File: src/hw/rtl/fct_pkg.sv
`default_nettype none

package fct_pkg;

  localparam int unsigned PlaneCount = 6;
  localparam int unsigned CfgIdxW    = $clog2(PlaneCount);
  localparam int unsigned PlaneW     = 64;
  localparam int unsigned CoefW      = 16;
  localparam int unsigned CoordW     = 16;
  localparam int unsigned ExtW       = 15;
  localparam int unsigned FracShift  = 14;
  localparam int unsigned ProdW      = 32;
  localparam int unsigned DistW      = 34;
  localparam int unsigned MarginW    = 32;
  localparam int unsigned SumW       = 35;

  typedef enum logic [1:0] {
    KIND_POINT  = 2'd0,
    KIND_SPHERE = 2'd1,
    KIND_BOX    = 2'd2
  } kind_e;

  typedef struct packed {
    kind_e             kind;
    logic [CoordW-1:0] pos_x;
    logic [CoordW-1:0] pos_y;
    logic [CoordW-1:0] pos_z;
    logic [ExtW-1:0]   ext_x;
    logic [ExtW-1:0]   ext_y;
    logic [ExtW-1:0]   ext_z;
  } obj_t;

endpackage

`default_nettype wire

File: src/hw/rtl/fct_plane.sv
`default_nettype none

module fct_plane
  import fct_pkg::*;
(
  input  logic              clk_i,
  input  obj_t              obj_i,
  input  logic [PlaneW-1:0] plane_i,
  output logic              cull_o
);

  localparam int unsigned MagW   = CoefW + 1;
  localparam int unsigned DExtW  = DistW - CoefW - FracShift;
  localparam int unsigned EPadW  = MarginW - ExtW - FracShift;

  logic signed [CoefW-1:0] coef_a, coef_b, coef_c;
  logic signed [MagW-1:0]  a_ext, b_ext, c_ext;
  logic [MagW-1:0]         mag_a, mag_b, mag_c;

  logic signed [ProdW-1:0] prod_x_q, prod_y_q, prod_z_q;
  logic [ProdW-1:0]        mprod_x_q, mprod_y_q, mprod_z_q;
  logic [CoefW-1:0]        d_q;
  kind_e                   kind_q;
  logic [ExtW-1:0]         ext_q;

  logic signed [DistW-1:0] dist_d, dist_q;
  logic [MarginW-1:0]      margin_d, margin_q;
  logic signed [SumW-1:0]  sum;

  assign coef_a = $signed(plane_i[CoefW-1:0]);
  assign coef_b = $signed(plane_i[2*CoefW-1:CoefW]);
  assign coef_c = $signed(plane_i[3*CoefW-1:2*CoefW]);

  assign a_ext = MagW'(coef_a);
  assign b_ext = MagW'(coef_b);
  assign c_ext = MagW'(coef_c);

  assign mag_a = a_ext[MagW-1] ? MagW'(-a_ext) : MagW'(a_ext);
  assign mag_b = b_ext[MagW-1] ? MagW'(-b_ext) : MagW'(b_ext);
  assign mag_c = c_ext[MagW-1] ? MagW'(-c_ext) : MagW'(c_ext);

  always_ff @(posedge clk_i) begin
    prod_x_q  <= ProdW'(coef_a) * ProdW'($signed(obj_i.pos_x));
    prod_y_q  <= ProdW'(coef_b) * ProdW'($signed(obj_i.pos_y));
    prod_z_q  <= ProdW'(coef_c) * ProdW'($signed(obj_i.pos_z));
    mprod_x_q <= ProdW'(mag_a) * ProdW'(obj_i.ext_x);
    mprod_y_q <= ProdW'(mag_b) * ProdW'(obj_i.ext_y);
    mprod_z_q <= ProdW'(mag_c) * ProdW'(obj_i.ext_z);
    d_q       <= plane_i[PlaneW-1:3*CoefW];
    kind_q    <= obj_i.kind;
    ext_q     <= obj_i.ext_x;
  end

  always_comb begin
    dist_d = DistW'(prod_x_q) + DistW'(prod_y_q) + DistW'(prod_z_q)
           + $signed({{DExtW{d_q[CoefW-1]}}, d_q, {FracShift{1'b0}}});
    case (kind_q)
      KIND_POINT:  margin_d = '0;
      KIND_SPHERE: margin_d = {{EPadW{1'b0}}, ext_q, {FracShift{1'b0}}};
      default:     margin_d = mprod_x_q + mprod_y_q + mprod_z_q;
    endcase
  end

  always_ff @(posedge clk_i) begin
    dist_q   <= dist_d;
    margin_q <= margin_d;
  end

  assign sum    = SumW'(dist_q) + $signed({{(SumW-MarginW){1'b0}}, margin_q});
  assign cull_o = sum[SumW-1];

endmodule

`default_nettype wire

File: config.mk
export PLATFORM = sky130hd
export DESIGN_NAME = fct_plane
export DESIGN_NICKNAME = d
export VERILOG_FILES = /design/src/hw/rtl/fct_pkg.sv /design/src/hw/rtl/fct_plane.sv
export SDC_FILE = /design/constraint.sdc
export NUM_CORES = 2
export LEC_CHECK = 0
export BUFFER_PORTS_ARGS = -buffer_cell sky130_fd_sc_hd__buf_2
export CAP_MARGIN = 20
export CORE_ASPECT_RATIO = 0.9
export CORE_MARGIN = 2
export CORE_UTILIZATION = 28
export CTS_BUF_LIST = sky130_fd_sc_hd__clkbuf_16
export DETAILED_ROUTE_END_ITERATION = 8
export PLACE_DENSITY = 0.38
export SYNTH_ARGS = -nofsm -noshare
export SYNTH_HDL_FRONTEND = slang
export SYNTH_SLANG_ARGS = --single-unit
File: constraint.sdc
create_clock -name clk_i -period 12.3 [get_ports clk_i]
set_clock_uncertainty 0.1 [all_clocks]
set_input_delay 3.69 -clock clk_i [delete_from_list [all_inputs] [get_ports clk_i]]
set_output_delay 3.69 -clock clk_i [all_outputs]
set_load 0.1 [all_outputs]
==> impl_results.md <==
* Die area at 241600 sq um
* Input/output buffers at 160
* TritonCTS clock tree: built
* Ys async rst share at 0%
* Fmax at 91.00 MHz
* Core Area at 236000 sq um
* Ys flop type: dfxtp_1
* Worst slew pin tran at 1.152 ns
* Total global routing overflow at 0
* Initial antenna violation count at 38
* Worst Path Arrival at 11.41 ns
* Area leader, netlist: fa_1
* Most used cell along the critical path: fa_1
* DRC at 0
* CP Max Fanout at 20
* Grt met1 use at 21.17%
* Status: finished clean
* Gr usage total at 15.91%
* Commonest non-fill, non-tap cells in the layout: inv_1, fa_1, nand2_1
* Clock sink total at 291
* Synth top area share at 43.58%
* Final Hold Viols at 0
* Crit-path max cell delay at 0.56 ns
* Clk_lat worst skew at 0.59 ns
* Vias in the first global route at 51280
* Starting Density at 28.20%
* #FFs+latches synth at 291
* Met2 GRT Util at 27.77%
* Crit-path slowest cell: fa_1
* Clock Path Buffers at 3
* Tcrit/Tclk final at 89.34%
* Syn_area_per_cell at 9.304 sq um
* Num rows at 169
* Overall routed net length at 188700 microns
* Via count at 46330
* Cell at the root of the clock tree: clkbuf_16
* Synthesized instance count at 7153
* Post-synth EDFFs at 0
* GR peak layer: met2
* Slew HR at 22.40%
* Post-layout min period at 10.99 ns
* Top cells by area, synth: fa_1, ha_1, inv_1
* CP Launch Type: input pin
* Post-synthesis cell type count at 78
* Nets at 9449
* Yosys warns at 0
* Setup bufs post-CTS at 0
* Die Wd at 517.9 microns
* CP required at 12.72 ns
* Post-CTS sizing at 0
* Kind of critical path: input pin to flop
* Layout cells sized above 1 at 4.070%
* Fin Setup TNS at 0 ns
* RSZ-0062 raised after global routing: false
* Synth Cell Area at 66560 sq um
* Detailed placement HPWL at 160800 microns
* Most common cell after layout, fill and taps aside: inv_1
* Post-route ant nets at 0
* Register area share after synthesis at 8.753%
* Starting DRT DRC Count at 1931
* Wire per inst at 18.15 microns
* Vias per cell at 4.457
* H-tree Lvls at 2
* Setup violators final at 0
* Num CTS Buffers at 34
* Pin count of the biggest net entering global routing at 33
* First-pass GRT wire length at 299400 microns
* Reg clk slew, reported paths at 0.07 ns
* Max_cap viols at 0
* Count of hold-fix buffers inserted at cts at 0
* Crit end category: flop
* Num ports at 161
* Area delta synth->final at 8.336%
* Grt met3 use at 1.887%
* DR pass1 iterations at 5
* RD Place Congestion at 0.8007
* Worst Hold Class: flop to flop
* Die height at 466.5 microns
* Max Slew Vio Count at 0
-- critical path: cells and delay by family --
family | cells | cell delay [ns]
AO/OA/AOI/OAI | 7 | 1.48
XOR/XNOR | 2 | 0.46
adder cells (fa/ha/maj) | 7 | 3.38
buffers and inverters | 6 | 0.82
AND/OR/NAND/NOR | 7 | 1.57
-- worst paths after layout --
kind	start	endpoint	slack, ns	cells past startpoint
worst min-delay path	ext_q[0]	margin_q[14]	0.43	2
worst max-delay path	plane_i[2]	mprod_x_q[28]	1.31	29
worst min register to register	ext_q[0]	margin_q[14]	0.43	2
worst max register to register	mprod_x_q[1]	margin_q[31]	7.99	13
-- per-layer routing --
metal	vias up	wire length, microns
met3	171	6623
met1	23930	84470
met2	655	93520
li1	21570	-
met4	8	4033
met5	-	49
-- cells in the mapped netlist, types with 29 or more instances --
cell      count
nand3_1      40
a211oi_1     31
ha_1        642
clkbuf_1    246
fa_1       1449
o21ai_0      86
nor3_1       29
xor2_1       59
o21bai_1     32
nor2_1      138
a21o_1       84
nand2_1     814
dfxtp_1     291
inv_1      1583
o21ai_1      54
o21a_1       31
and2_1      779
nand2b_1     61
xnor2_1     217
a21oi_1     207
-- flip-flops by register name, indices dropped and copies added, names as in the netlist --
signal and flops:
mprod_x_q 32, mprod_z_q 32, prod_y_q 32, prod_z_q 32, ext_q 15, d_q 16, kind_q 2, prod_x_q 32
mprod_y_q 32, dist_q 34, margin_q 32
-- logic make-up (layout without fill, tap and decap cells) --
family                     Yosys count  in the layout  share of synthesized area (%)
AOI/OAI and AO/OA                  683            683                          6.649
buffers and inverters             1835           1862                          10.35
muxes                                1              1                        0.01504
DFF                                291            291                          8.753
other                                2             55                        0.01128
and+or+nand+nor                   1974           1974                          14.93
xor gates and xnor gates           276            276                          3.632
adders and majority gates         2091           2091                          55.65
-- stage by stage --
stage	util [%]	area (sq um)	hold WS (ns)	cells	setup WS, ns
after floorplan	-	66720	0.3014	7196	1.437
after global placement	30.08	70980	0.4232	10320	0.7235
after detailed placement	30.08	70980	0.4147	10320	0.6879
after CTS	30.54	72060	0.4407	10380	1.320
after global routing	30.55	72090	0.4674	10390	0.8435
final	30.55	72100	0.4277	10400	1.311
-- layout make-up --
type / instances / area, sq um
inverter: 1586 / 5953
sequential: 291 / 5826
clock inverter: 27 / 227.7
clock buffer: 34 / 850.8
tap: 3163 / 3958
timing repair buffer: 215 / 1217
antenna: 10 / 25.02
fill: 25120 / 163900
multi-input combinational: 5070 / 54050
Power is not shown: default switching activity piles up to over one toggle a cycle in this logic, so the estimate is an artifact.
